<file path="src/rtl/mcpg_pkg.sv">
// Shared constants, codes and types of the midpoint circle point generator.
package mcpg_pkg;

  // Width of a centre coordinate and of the radius.
  localparam int COORD_BITS = 16;
  // Width of a plotted point coordinate: signed, room for centre plus radius.
  localparam int PT_BITS = COORD_BITS + 2;
  // Width of the signed decision value.
  localparam int DEC_BITS = COORD_BITS + 4;
  // Width of the signed difference terms.
  localparam int TERM_BITS = COORD_BITS + 2;
  // Width of the point index within one item's burst of points.
  localparam int IDX_BITS = 3;

  // Operation codes of an input item.
  typedef enum logic [0:0] {
    OP_START = 1'b0,
    OP_STEP  = 1'b1
  } op_t;

  // Point indexes of the last point of a start burst and of a step burst.
  localparam logic [IDX_BITS-1:0] START_LAST_IDX = IDX_BITS'(3);
  localparam logic [IDX_BITS-1:0] STEP_LAST_IDX  = IDX_BITS'(7);

  // One burst of points, handed from the step logic to the point emitter.
  typedef struct packed {
    logic                  start;
    logic                  done;
    logic [COORD_BITS-1:0] cx;
    logic [COORD_BITS-1:0] cy;
    logic [COORD_BITS-1:0] ox;
    logic [COORD_BITS-1:0] oy;
  } job_t;

endpackage

</file>
<file path="src/rtl/mcpg_step.sv">
// Circle state registers and the midpoint update for one input item.
module mcpg_step (
  input  logic                           clk,
  input  logic                           rst,
  input  logic                           take,
  input  logic                           operation,
  input  logic [mcpg_pkg::COORD_BITS-1:0] center_x,
  input  logic [mcpg_pkg::COORD_BITS-1:0] center_y,
  input  logic [mcpg_pkg::COORD_BITS-1:0] radius,
  output mcpg_pkg::job_t                 job,
  output logic                           job_valid,
  output logic                           active
);

  logic [mcpg_pkg::COORD_BITS-1:0] center_x_reg;
  logic [mcpg_pkg::COORD_BITS-1:0] center_y_reg;
  logic [mcpg_pkg::COORD_BITS-1:0] offset_x;
  logic [mcpg_pkg::COORD_BITS-1:0] offset_y;
  logic signed [mcpg_pkg::DEC_BITS-1:0]  decision;
  logic signed [mcpg_pkg::TERM_BITS-1:0] step_x_term;
  logic signed [mcpg_pkg::TERM_BITS-1:0] step_y_term;

  logic                                  active_next;
  logic [mcpg_pkg::COORD_BITS-1:0]       center_x_next;
  logic [mcpg_pkg::COORD_BITS-1:0]       center_y_next;
  logic [mcpg_pkg::COORD_BITS-1:0]       offset_x_next;
  logic [mcpg_pkg::COORD_BITS-1:0]       offset_y_next;
  logic signed [mcpg_pkg::DEC_BITS-1:0]  decision_next;
  logic signed [mcpg_pkg::TERM_BITS-1:0] step_x_next;
  logic signed [mcpg_pkg::TERM_BITS-1:0] step_y_next;

  logic signed [mcpg_pkg::DEC_BITS-1:0]  dec_mid;
  logic signed [mcpg_pkg::TERM_BITS-1:0] sy_mid;
  logic [mcpg_pkg::COORD_BITS-1:0]       oy_mid;
  logic                                  done;

  // Start loads a fresh circle; a step advances one octant step of the midpoint scheme.
  always_comb begin
    active_next   = active;
    center_x_next = center_x_reg;
    center_y_next = center_y_reg;
    offset_x_next = offset_x;
    offset_y_next = offset_y;
    decision_next = decision;
    step_x_next   = step_x_term;
    step_y_next   = step_y_term;
    dec_mid       = decision;
    sy_mid        = step_y_term;
    oy_mid        = offset_y;
    done          = 1'b0;
    job_valid     = 1'b0;
    case (mcpg_pkg::op_t'(operation))
      mcpg_pkg::OP_START: begin
        center_x_next = center_x;
        center_y_next = center_y;
        offset_x_next = '0;
        offset_y_next = radius;
        decision_next = mcpg_pkg::DEC_BITS'(1)
                        - $signed({{(mcpg_pkg::DEC_BITS-mcpg_pkg::COORD_BITS){1'b0}}, radius});
        step_x_next   = '0;
        step_y_next   = -$signed({1'b0, radius, 1'b0});
        done          = (radius == '0);
        active_next   = !done;
        job_valid     = 1'b1;
      end
      mcpg_pkg::OP_STEP: begin
        if (active) begin
          // A non-negative decision moves the y offset inwards first.
          if (!decision[mcpg_pkg::DEC_BITS-1]) begin
            oy_mid  = offset_y - mcpg_pkg::COORD_BITS'(1);
            sy_mid  = step_y_term + mcpg_pkg::TERM_BITS'(2);
            dec_mid = decision + mcpg_pkg::DEC_BITS'(sy_mid);
          end
          offset_x_next = offset_x + mcpg_pkg::COORD_BITS'(1);
          offset_y_next = oy_mid;
          step_x_next   = step_x_term + mcpg_pkg::TERM_BITS'(2);
          step_y_next   = sy_mid;
          decision_next = dec_mid + mcpg_pkg::DEC_BITS'(step_x_next)
                          + mcpg_pkg::DEC_BITS'(1);
          done          = (offset_x_next >= offset_y_next);
          active_next   = !done;
          job_valid     = 1'b1;
        end
      end
      default: begin
        job_valid = 1'b0;
      end
    endcase
  end

  // Burst description for the emitter.
  always_comb begin
    job.start = (operation == mcpg_pkg::OP_START);
    job.done  = done;
    job.cx    = center_x_next;
    job.cy    = center_y_next;
    job.ox    = offset_x_next;
    job.oy    = offset_y_next;
  end

  // Control state under reset.
  always_ff @(posedge clk) begin
    if (rst) begin
      active <= 1'b0;
    end else if (take) begin
      active <= active_next;
    end
  end

  // Circle state, updated on each input transfer.
  always_ff @(posedge clk) begin
    if (rst) begin
      center_x_reg <= '0;
      center_y_reg <= '0;
      offset_x     <= '0;
      offset_y     <= '0;
      decision     <= '0;
      step_x_term  <= '0;
      step_y_term  <= '0;
    end else if (take) begin
      center_x_reg <= center_x_next;
      center_y_reg <= center_y_next;
      offset_x     <= offset_x_next;
      offset_y     <= offset_y_next;
      decision     <= decision_next;
      step_x_term  <= step_x_next;
      step_y_term  <= step_y_next;
    end
  end

endmodule

</file>
<file path="src/rtl/mcpg_emit.sv">
// Burst slot and emitter: one symmetric point per unstalled cycle into an output register.
module mcpg_emit (
  input  logic                                clk,
  input  logic                                rst,
  input  logic                                item_valid,
  input  mcpg_pkg::job_t                      job_in,
  input  logic                                job_in_valid,
  output logic                                take,
  output logic                                busy,
  output logic                                point_valid,
  input  logic                                point_stall,
  output logic signed [mcpg_pkg::PT_BITS-1:0] point_x,
  output logic signed [mcpg_pkg::PT_BITS-1:0] point_y,
  output logic                                last_point
);

  mcpg_pkg::job_t                   job;
  logic [mcpg_pkg::IDX_BITS-1:0]    idx;
  logic [mcpg_pkg::IDX_BITS-1:0]    last_idx;
  logic                             out_free;
  logic                             load;
  logic                             consume;
  logic                             slot_free;
  logic signed [mcpg_pkg::PT_BITS-1:0] ecx;
  logic signed [mcpg_pkg::PT_BITS-1:0] ecy;
  logic signed [mcpg_pkg::PT_BITS-1:0] ex;
  logic signed [mcpg_pkg::PT_BITS-1:0] ey;
  logic signed [mcpg_pkg::PT_BITS-1:0] px_next;
  logic signed [mcpg_pkg::PT_BITS-1:0] py_next;

  // Handshake control: the burst slot frees as its last point enters the output register.
  always_comb begin
    last_idx  = job.start ? mcpg_pkg::START_LAST_IDX : mcpg_pkg::STEP_LAST_IDX;
    out_free  = !point_valid || !point_stall;
    load      = busy && out_free;
    consume   = load && (idx == last_idx);
    slot_free = !busy || consume;
    take      = item_valid && slot_free;
  end

  // Zero-extended operands of the point arithmetic.
  always_comb begin
    ecx = $signed({2'b00, job.cx});
    ecy = $signed({2'b00, job.cy});
    ex  = $signed({2'b00, job.ox});
    ey  = $signed({2'b00, job.oy});
  end

  // Point selection: axis points on a start, the eight octant mirrors on a step.
  always_comb begin
    px_next = ecx;
    py_next = ecy;
    if (job.start) begin
      case (idx)
        3'd0:    begin px_next = ecx;      py_next = ecy + ey; end
        3'd1:    begin px_next = ecx;      py_next = ecy - ey; end
        3'd2:    begin px_next = ecx + ey; py_next = ecy;      end
        default: begin px_next = ecx - ey; py_next = ecy;      end
      endcase
    end else begin
      case (idx)
        3'd0:    begin px_next = ecx + ex; py_next = ecy + ey; end
        3'd1:    begin px_next = ecx - ex; py_next = ecy + ey; end
        3'd2:    begin px_next = ecx + ex; py_next = ecy - ey; end
        3'd3:    begin px_next = ecx - ex; py_next = ecy - ey; end
        3'd4:    begin px_next = ecx + ey; py_next = ecy + ex; end
        3'd5:    begin px_next = ecx - ey; py_next = ecy + ex; end
        3'd6:    begin px_next = ecx + ey; py_next = ecy - ex; end
        default: begin px_next = ecx - ey; py_next = ecy - ex; end
      endcase
    end
  end

  // Burst slot and point index.
  always_ff @(posedge clk) begin
    if (rst) begin
      busy <= 1'b0;
      idx  <= '0;
    end else begin
      if (take) begin
        busy <= job_in_valid;
        idx  <= '0;
      end else if (consume) begin
        busy <= 1'b0;
        idx  <= '0;
      end else if (load) begin
        idx <= idx + mcpg_pkg::IDX_BITS'(1);
      end
    end
  end

  always_ff @(posedge clk) begin
    if (take) begin
      job <= job_in;
    end
  end

  // Output register valid.
  always_ff @(posedge clk) begin
    if (rst) begin
      point_valid <= 1'b0;
    end else if (out_free) begin
      point_valid <= busy;
    end
  end

  // Output register payload.
  always_ff @(posedge clk) begin
    if (load) begin
      point_x    <= px_next;
      point_y    <= py_next;
      last_point <= job.done && (idx == last_idx);
    end
  end

endmodule

</file>
<file path="src/rtl/midpoint_circle_point_generator.sv">
// Top level of the midpoint circle point generator.
//
// Input channel (item_valid / item_stall) carries operation, center_x, center_y
// and radius. A start item emits the four axis points of the circle; each step
// item advances one octant step and emits the eight mirrored points. A step
// with no circle running is taken and emits nothing. last_point marks the
// final point of a circle, including the fourth point of a zero-radius start.
// Output channel (point_valid / point_stall) carries point_x, point_y and
// last_point, one point per transfer, in the order the points are generated.
// The first point of an item passes through the burst register, then the output register.
// Throughput: one point per cycle while the output is not stalled, from a single
// output register; a step item emits eight points and a start item four. The
// next item is taken in the cycle its predecessor's last point enters the
// output register, so there are no gaps between bursts.
// A stall on the output holds the output register and the point index, and
// item_stall stays high until the last point of the burst has entered the
// output register. Reset (synchronous, active high) clears the output valid,
// empties the burst slot and leaves no circle active.
module midpoint_circle_point_generator (
  input  logic                                clk,
  input  logic                                rst,
  input  logic                                item_valid,
  output logic                                item_stall,
  input  logic                                operation,
  input  logic [mcpg_pkg::COORD_BITS-1:0]     center_x,
  input  logic [mcpg_pkg::COORD_BITS-1:0]     center_y,
  input  logic [mcpg_pkg::COORD_BITS-1:0]     radius,
  output logic                                point_valid,
  input  logic                                point_stall,
  output logic signed [mcpg_pkg::PT_BITS-1:0] point_x,
  output logic signed [mcpg_pkg::PT_BITS-1:0] point_y,
  output logic                                last_point
);

  mcpg_pkg::job_t job;
  logic           job_valid;
  logic           take;
  logic           busy;
  logic           active;

  mcpg_step u_step (
    .clk       (clk),
    .rst       (rst),
    .take      (take),
    .operation (operation),
    .center_x  (center_x),
    .center_y  (center_y),
    .radius    (radius),
    .job       (job),
    .job_valid (job_valid),
    .active    (active)
  );

  mcpg_emit u_emit (
    .clk          (clk),
    .rst          (rst),
    .item_valid   (item_valid),
    .job_in       (job),
    .job_in_valid (job_valid),
    .take         (take),
    .busy         (busy),
    .point_valid  (point_valid),
    .point_stall  (point_stall),
    .point_x      (point_x),
    .point_y      (point_y),
    .last_point   (last_point)
  );

  // The input is held off only while a burst is still being emitted.
  assign item_stall = item_valid && !take;

  // A start transfer always leaves a burst pending.
  a_start_loads: assert property (@(posedge clk) disable iff (rst)
    (item_valid && !item_stall && operation == mcpg_pkg::OP_START) |=> busy)
    else $error("start transfer left no burst pending");

  // A step transfer with no circle running leaves the emitter empty.
  a_idle_step_empty: assert property (@(posedge clk) disable iff (rst)
    (item_valid && !item_stall && operation == mcpg_pkg::OP_STEP && !active) |=> !busy)
    else $error("step without circle produced a burst");

  // Stalling the input implies a burst is in progress.
  a_stall_busy: assert property (@(posedge clk) disable iff (rst)
    item_stall |-> busy)
    else $error("input stalled with no burst pending");

  // A pending burst with a free output register always produces a point next cycle.
  a_burst_emits: assert property (@(posedge clk) disable iff (rst)
    (busy && (!point_valid || !point_stall)) |=> point_valid)
    else $error("pending burst failed to load the output register");

endmodule
</file>
<file path="config.mk">
export PLATFORM = sky130hd
export DESIGN_NAME = midpoint_circle_point_generator
export DESIGN_NICKNAME = d
export VERILOG_FILES = /design/src/rtl/mcpg_pkg.sv /design/src/rtl/mcpg_step.sv /design/src/rtl/mcpg_emit.sv /design/src/rtl/midpoint_circle_point_generator.sv
export SDC_FILE = /design/constraint.sdc
export NUM_CORES = 1
export LEC_CHECK = 0
export ABC_CLOCK_PERIOD_IN_PS = 14200
export BUFFER_PORTS_ARGS = -buffer_cell sky130_fd_sc_hd__clkbuf_2
export CORE_ASPECT_RATIO = 1.1
export CORE_MARGIN = 3
export CORE_UTILIZATION = 35
export CTS_BUF_LIST = sky130_fd_sc_hd__clkbuf_8
export DETAILED_ROUTE_END_ITERATION = 8
export GPL_TIMING_DRIVEN = 0
export PLACE_DENSITY = 0.6
export REMOVE_ABC_BUFFERS = 1
export SLEW_MARGIN = 10
export SYNTH_ARGS = -nofsm -noshare
export SYNTH_HDL_FRONTEND = slang
export SYNTH_HIERARCHICAL = 1
export SYNTH_SLANG_ARGS = --single-unit
export TNS_END_PERCENT = 30
</file>
<file path="constraint.sdc">
create_clock -name clk -period 14.2 [get_ports clk]
set_input_delay 0.71 -clock clk [delete_from_list [all_inputs] [get_ports clk]]
set_output_delay 0.71 -clock clk [all_outputs]
set_load 0.05 [all_outputs]
</file>
# [Word level (Yosys, flattened, before mapping)]
# Index checks and enable logic that the tools add are counted.
[totals] mem_count=0 mem_bits_rw=0 elab_cells=108 latch_bits=0 mem_bits_ro=0 in_bits=53 regBits=229
[classes] n_lt_le_gt_ge=1 reduce_logical=25 shift=0 eq_ne=9 mux=34 div_mod_pow=0 mul=0 bitwise=1 addsub=18
[ops] op="18-bit case mux with 2 select lines" n=4
[ops] op="16-bit two-way mux" n=7
[ops] op="18-bit case mux with 3 select lines" n=2
[ops] op="18-bit two-way mux" n=5
[ops] op="20-bit two-way mux" n=4
[ops] op="16-bit by 16-bit adder with 17-bit output" n=4
[ops] op="16-bit by 16-bit subtractor with 17-bit output" n=4
[ops] op="16-bit case mux with 2 select lines" n=2
[ops] op="20-bit by 18-bit adder with 20-bit output" n=2
[ops] op="20-bit case mux with 2 select lines" n=1
[ops] op="18-bit by 3-bit adder with 18-bit output (second input constant)" n=2
[ops] op="20-bit by 2-bit adder with 20-bit output (second input constant)" n=1
[ops] op="17-bit negation with 18-bit output" n=1
[ops] op="1-bit by 16-bit subtractor with 17-bit output (first input constant)" n=1
[ops] op="16-bit by 1-bit adder with 16-bit output (second input constant)" n=1
[ops] op="16-bit greater-or-equal comparator" n=1
[ops] op="16-bit logical NOT" n=1
[ops] op="16-bit by 1-bit subtractor with 16-bit output (second input constant)" n=1
[ops] op="2-bit OR reduction" n=6
[ops] op="3-bit equality test (second input constant)" n=3
[ops] op="3-bit by 2-bit equality test with 1-bit output (second input constant)" n=2
[ops] op="1-bit logical NOT" n=6
[ops] op="1-bit case mux with 2 select lines" n=3
[ops] op="1-bit logical AND" n=5
[ops] op="14 further kinds" n=19

# [Longest topological paths before layout]
[logic_depth] depth_word=9 ltp_mapped=24

# [Hierarchy]
# Netlist, hierarchy kept.
[modules_own_cells] module="mcpg_emit" cells_each=1257 seq_area_each_um2=3193.1 area_each_um2=10915.5 n_inst=1
[modules_own_cells] module="mcpg_step" cells_each=1193 seq_area_each_um2=2382.3 area_each_um2=9389.0 n_inst=1
[modules_own_cells] module="midpoint_circle_point_generator" cells_each=1 seq_area_each_um2=0.0 area_each_um2=13.8 n_inst=1

# [Least setup slack after synthesis]
# No wires, ideal clock.
[synth_timing] path_kind="in2reg" start="input port point_stall" end="register u_step/step_y_term[7] (netlist bit)" path_slack_ns=7.867 arrival_time_ns=6.205 path_buffers=2 required_time_ns=14.072 cell_stages=11 path_cell_list="a21boi_1 > nand3_1 > nand2_1 > and2_1 > clkbuf_1 > nand2_1 > a21oi_1 > clkbuf_1 > o21ai_0 > a22oi_1 > nor2_1"
[synth_via] elab_chain_cells=7
[synth_rtl] item="start: declaration" line="midpoint_circle_point_generator.sv:29" text="input logic point_stall,"
[synth_rtl] item="1-bit logical NOT" line="mcpg_emit.sv:34" text="out_free = !point_valid || !point_stall;"
[synth_rtl] item="1-bit logical OR" line="mcpg_emit.sv:34"
[synth_rtl] item="1-bit logical AND" line="mcpg_emit.sv:35" text="load = busy && out_free;"
[synth_rtl] item="1-bit logical AND" line="mcpg_emit.sv:36" text="consume = load && (idx == last_idx);"
[synth_rtl] item="1-bit logical OR" line="mcpg_emit.sv:37" text="slot_free = !busy || consume;"
[synth_rtl] item="1-bit logical AND" line="mcpg_emit.sv:38" text="take = item_valid && slot_free;"
[synth_rtl] item="net take" line="midpoint_circle_point_generator.sv:37" text="logic take;"
[synth_rtl] item="3-bit AND reduction (no source line)"
[synth_rtl] item="end signal: assignment" line="mcpg_step.sv:127" text="step_y_term <= step_y_next;"
[synth_rtl] item="end: declaration" line="mcpg_step.sv:21" text="logic signed [mcpg_pkg::TERM_BITS-1:0] step_y_term;"
# The timed path passes the listed nets, and every way through them passes these cells.
# A chain may end at the register's enable or synchronous reset.

# [Worst setup path after layout]
[layout_timing] start="register u_step/step_y_term[1] (netlist bit)" end="register u_step/decision[19] (netlist bit)"
[layout_via] elab_chain_cells=9
[layout_rtl] item="18-bit by 3-bit adder with 18-bit output" line="mcpg_step.sv:71" text="sy_mid = step_y_term + mcpg_pkg::TERM_BITS'(2);"
[layout_rtl] item="20-bit by 18-bit adder with 20-bit output" line="mcpg_step.sv:72" text="dec_mid = decision + mcpg_pkg::DEC_BITS'(sy_mid);"
[layout_rtl] item="20-bit two-way mux" line="mcpg_step.sv:69" text="if (!decision[mcpg_pkg::DEC_BITS-1]) begin"
[layout_rtl] item="20-bit two-way mux" line="mcpg_step.sv:67" text="if (active) begin"
[layout_rtl] item="20-bit two-way mux" line="mcpg_step.sv:52" text="case (mcpg_pkg::op_t'(operation))"
[layout_rtl] item="20-bit by 18-bit adder with 20-bit output" line="mcpg_step.sv:78" text="decision_next = dec_mid + mcpg_pkg::DEC_BITS'(step_x_next)"
[layout_rtl] item="20-bit by 2-bit adder with 20-bit output" line="mcpg_step.sv:79" text="+ mcpg_pkg::DEC_BITS'(1);"
[layout_rtl] item="20-bit two-way mux" line="mcpg_step.sv:67"
[layout_rtl] item="20-bit case mux with 2 select lines" line="mcpg_step.sv:52"
[layout_rtl] item="end signal: assignment" line="mcpg_step.sv:125" text="decision <= decision_next;"
[layout_rtl] item="end: declaration" line="mcpg_step.sv:19" text="logic signed [mcpg_pkg::DEC_BITS-1:0] decision;"
# No other way between the ends. The select of a mux whose other input is x is not followed.

==> flow_summary.ini <==
[worst_setup_path]
critical_path_class = register to register
worstPathCellList = ha_1 > and3_2 > and3_4 > nand3_4 > xnor2_1 > ha_1 > a21oi_1 > nand3b_1 > o21ai_0 > xnor2_1 > o21ai_0 > ha_1 > and3_1 > and3_1 > or4b_1 > and3b_1 > o31ai_1 > a21oi_1 > xor2_1 > nand2_1 > or3_1 > and3_1
reg2reg_to = u_step/decision[19]
endpoint_kind = register
rr_worst_depth = 22
crit_slowest_cell = dfxtp_1
cp_num_buf_inv = 0
critPathArrivalTime_ns = 5.93
required_ns = 14.66
worstSetupStartpointType = register
critical_path.top_delay_family = simple AND/OR/NAND/NOR gates
ff2ff_setup_slack_ns = 8.72
rr_startpoint = u_step/step_y_term[1]
critPathMaxFanout = 7
cp_slowest_stage_delay_ns = 0.44

[placed_design]
dpl_cell_area_sq_um = 21480
io_buffers = 91
dp_cells = 3168
routabilityCongestion = 0.9046
detailed_place_hpwl_mm = 46.27

[sta]
min_period_ns = 5.477
rsz0062_at_grt = false
skew_ns = 0.02255
slew_headroom_pct = 20.09
maxSlewViolCount = 0
setup_viol = 0
hold_violations = 0
fin_crit_sh_pct = 38.57
worst-slew-pin-transition_ns = 1.196
max_freq_mhz = 182.6

[grt]
track_usage_pct = 19.17
grt_first_pass_wirelength_mm = 95.03
antenna_found_initial = 1
grt_max_degree = 114
overflow = 0
first_global_vias = 17860

[clock_network]
clk_latency_ns = 0.58
cts_hold_buffers = 0
cts_setup_buffers = 0
numCtsBuffers = 43
htree_levels = 2
clk_path_buf_depth = 3
cts_tree = built
clk_pin_slew_ns = 0.06
cts_resized = 0
root_buffer = clkbuf_8
cts_sinks = 227

[cells_and_area]
final_cell_area_sq_um = 22350
biggestRegsByFlops = u_step/decision: 20 flops, u_emit/point_x: 18 flops, u_emit/point_y: 18 flops
final_cells = 3247
largest_register = u_step/decision
largest_reg_flops = 20
diodes = 0
n_fill_cell = 5864
area_growth_pct = 9.988
final_core_util_pct = 38.98
drive_above_1_share_pct = 10.02
nNetsFinal = 2718

[pwr]
power_mw = 2.206
p_per_area_nw_per_um2 = 98.73
power_leakage_nw = 9.277
ir_drop_v = 0.00006793

[die]
die_w_um = 235.7
ios = 92
initial_core_util_pct = 35.44
die_h_um = 258.7
core_region_area_sq_um = 57330
dieArea_sq_um = 60980
placementRows = 92

[yosys]
yosysTopAreaCellShare_pct = 15.22
synth_seq_cells = 227
synth_cell_types = 98
synthesis.area_sq_um = 20320
yosys_warnings = 6
synth_area_per_cell_sq_um = 8.290
synth_largest_area_cell = edfxtp_1
synth_common_cells = nor2_1, ha_1, a21oi_1, nand2_1, dfxtp_1
yosysMostFrequentCell = nor2_1
seq_area_frac_synth_pct = 27.44
synth_edf_count = 103
synthTopCellsByArea = edfxtp_1, dfxtp_1, ha_1
netlist_instances = 2451
async_flop_share_pct = 0
synthFlopType = dfxtp_1

[routing]
vias = 18290
post-route-drc-count = 0
postRouteAntennaNets = 0
totalWireLength_mm = 61.02
first_pass_iters = 5
post_drt_wl_per_cell_um = 18.79
drtIter0Drc = 1000
via_per_inst = 5.631

[min_path]
hold_depth = 3
min_path_type = primary input to register
hold_end = u_emit/busy
hold_path.startpoint = item_valid

[job]
drv_cap = 0

[status]
status = finished clean
[cell type report]
type	count	area, sq um	area share [%]
Clock inverter	29	172.7	0.7726
Timing Repair Buffer	105	728.2	3.258
Clock buffer	50	688.2	3.079
Sequential cell	227	5577	24.95
Multi-Input combinational cell	1978	13840	61.95
Tap cell	752	940.9	4.210
Inverter	106	397.9	1.780
[stage by stage]
stage | setup slack, ns | hold WS, ns | TNS (ns)
floorplan | 3.495 | 0.4432 | 0
global placement | -1.259 | 0.4614 | -17.08
detailed placement | 8.723 | 0.4681 | 0
CTS | 8.685 | 0.3415 | 0
global route | 8.192 | 0.3566 | 0
finish | 8.723 | 0.3982 | 0
[tightest hold or removal path, cell delays in order]
cell and delay, ns:
clkbuf_2 0.11, nand2_1 0.06, a21oi_1 0.05
[worst max-delay path by stage]
stage	startpoint	endpoint	slack [ns]	cells past startpoint
final	u_step/step_y_term[1]	u_step/decision[19]	8.72	22
after global routing	u_step/step_y_term[3]	u_step/decision[19]	8.19	23
after CTS	u_step/step_y_term[1]	u_step/decision[19]	8.68	22
after detailed placement	u_step/step_y_term[1]	u_step/decision[19]	8.72	22
after global placement	point_stall	u_step/step_y_term[10]	-1.26	10
after floorplan	point_stall	u_step/step_y_term[10]	3.50	9
[kinds of logic (layout without fill, tap and decap cells)]
group,after synthesis,count (layout),synth area share (%)
flip-flops,227,227,27.44
AO/OA/AOI/OAI,699,699,23.43
AND/OR/NAND/NOR,780,780,17.77
multiplexers,103,103,5.290
adder cells (fa/ha/maj),204,204,12.93
XOR/XNOR,191,191,8.418
other,1,1,0.01846
buffers and inverters,246,290,4.711
[layer usage]
| metal | wire (um) | track usage (%) |
|---|---|---|
| met1 | 25670 | 23.08 |
| met2 | 30160 | 34.80 |
| met5 | 0 | 0 |
| met3 | 3004 | 2.490 |
| met4 | 2183 | 7.133 |
[report_power, final]
group / internal [mW] / switching [mW]
logic: 0.295 / 0.469
clock network: 0.357 / 0.294
registers: 0.738 / 0.0536
[layout by cell type, fill, tap and decap left out, types with 45 or more instances in the layout]
cell type / Yosys / layout
nor2_1: 341 / 339
ha_1: 194 / 194
a21oi_1: 185 / 184
nand2_1: 170 / 169
dfxtp_1: 124 / 123
inv_1: 102 / 114
xnor2_1: 110 / 110
o21ai_0: 110 / 108
edfxtp_1: 103 / 103
clkbuf_2: 0 / 89
xor2_1: 79 / 79
mux2i_1: 68 / 68
nor3_1: 62 / 60
clkbuf_8: 2 / 52
a211oi_1: 45 / 45
No activity file was read; power rests on OpenSTA's default activity.
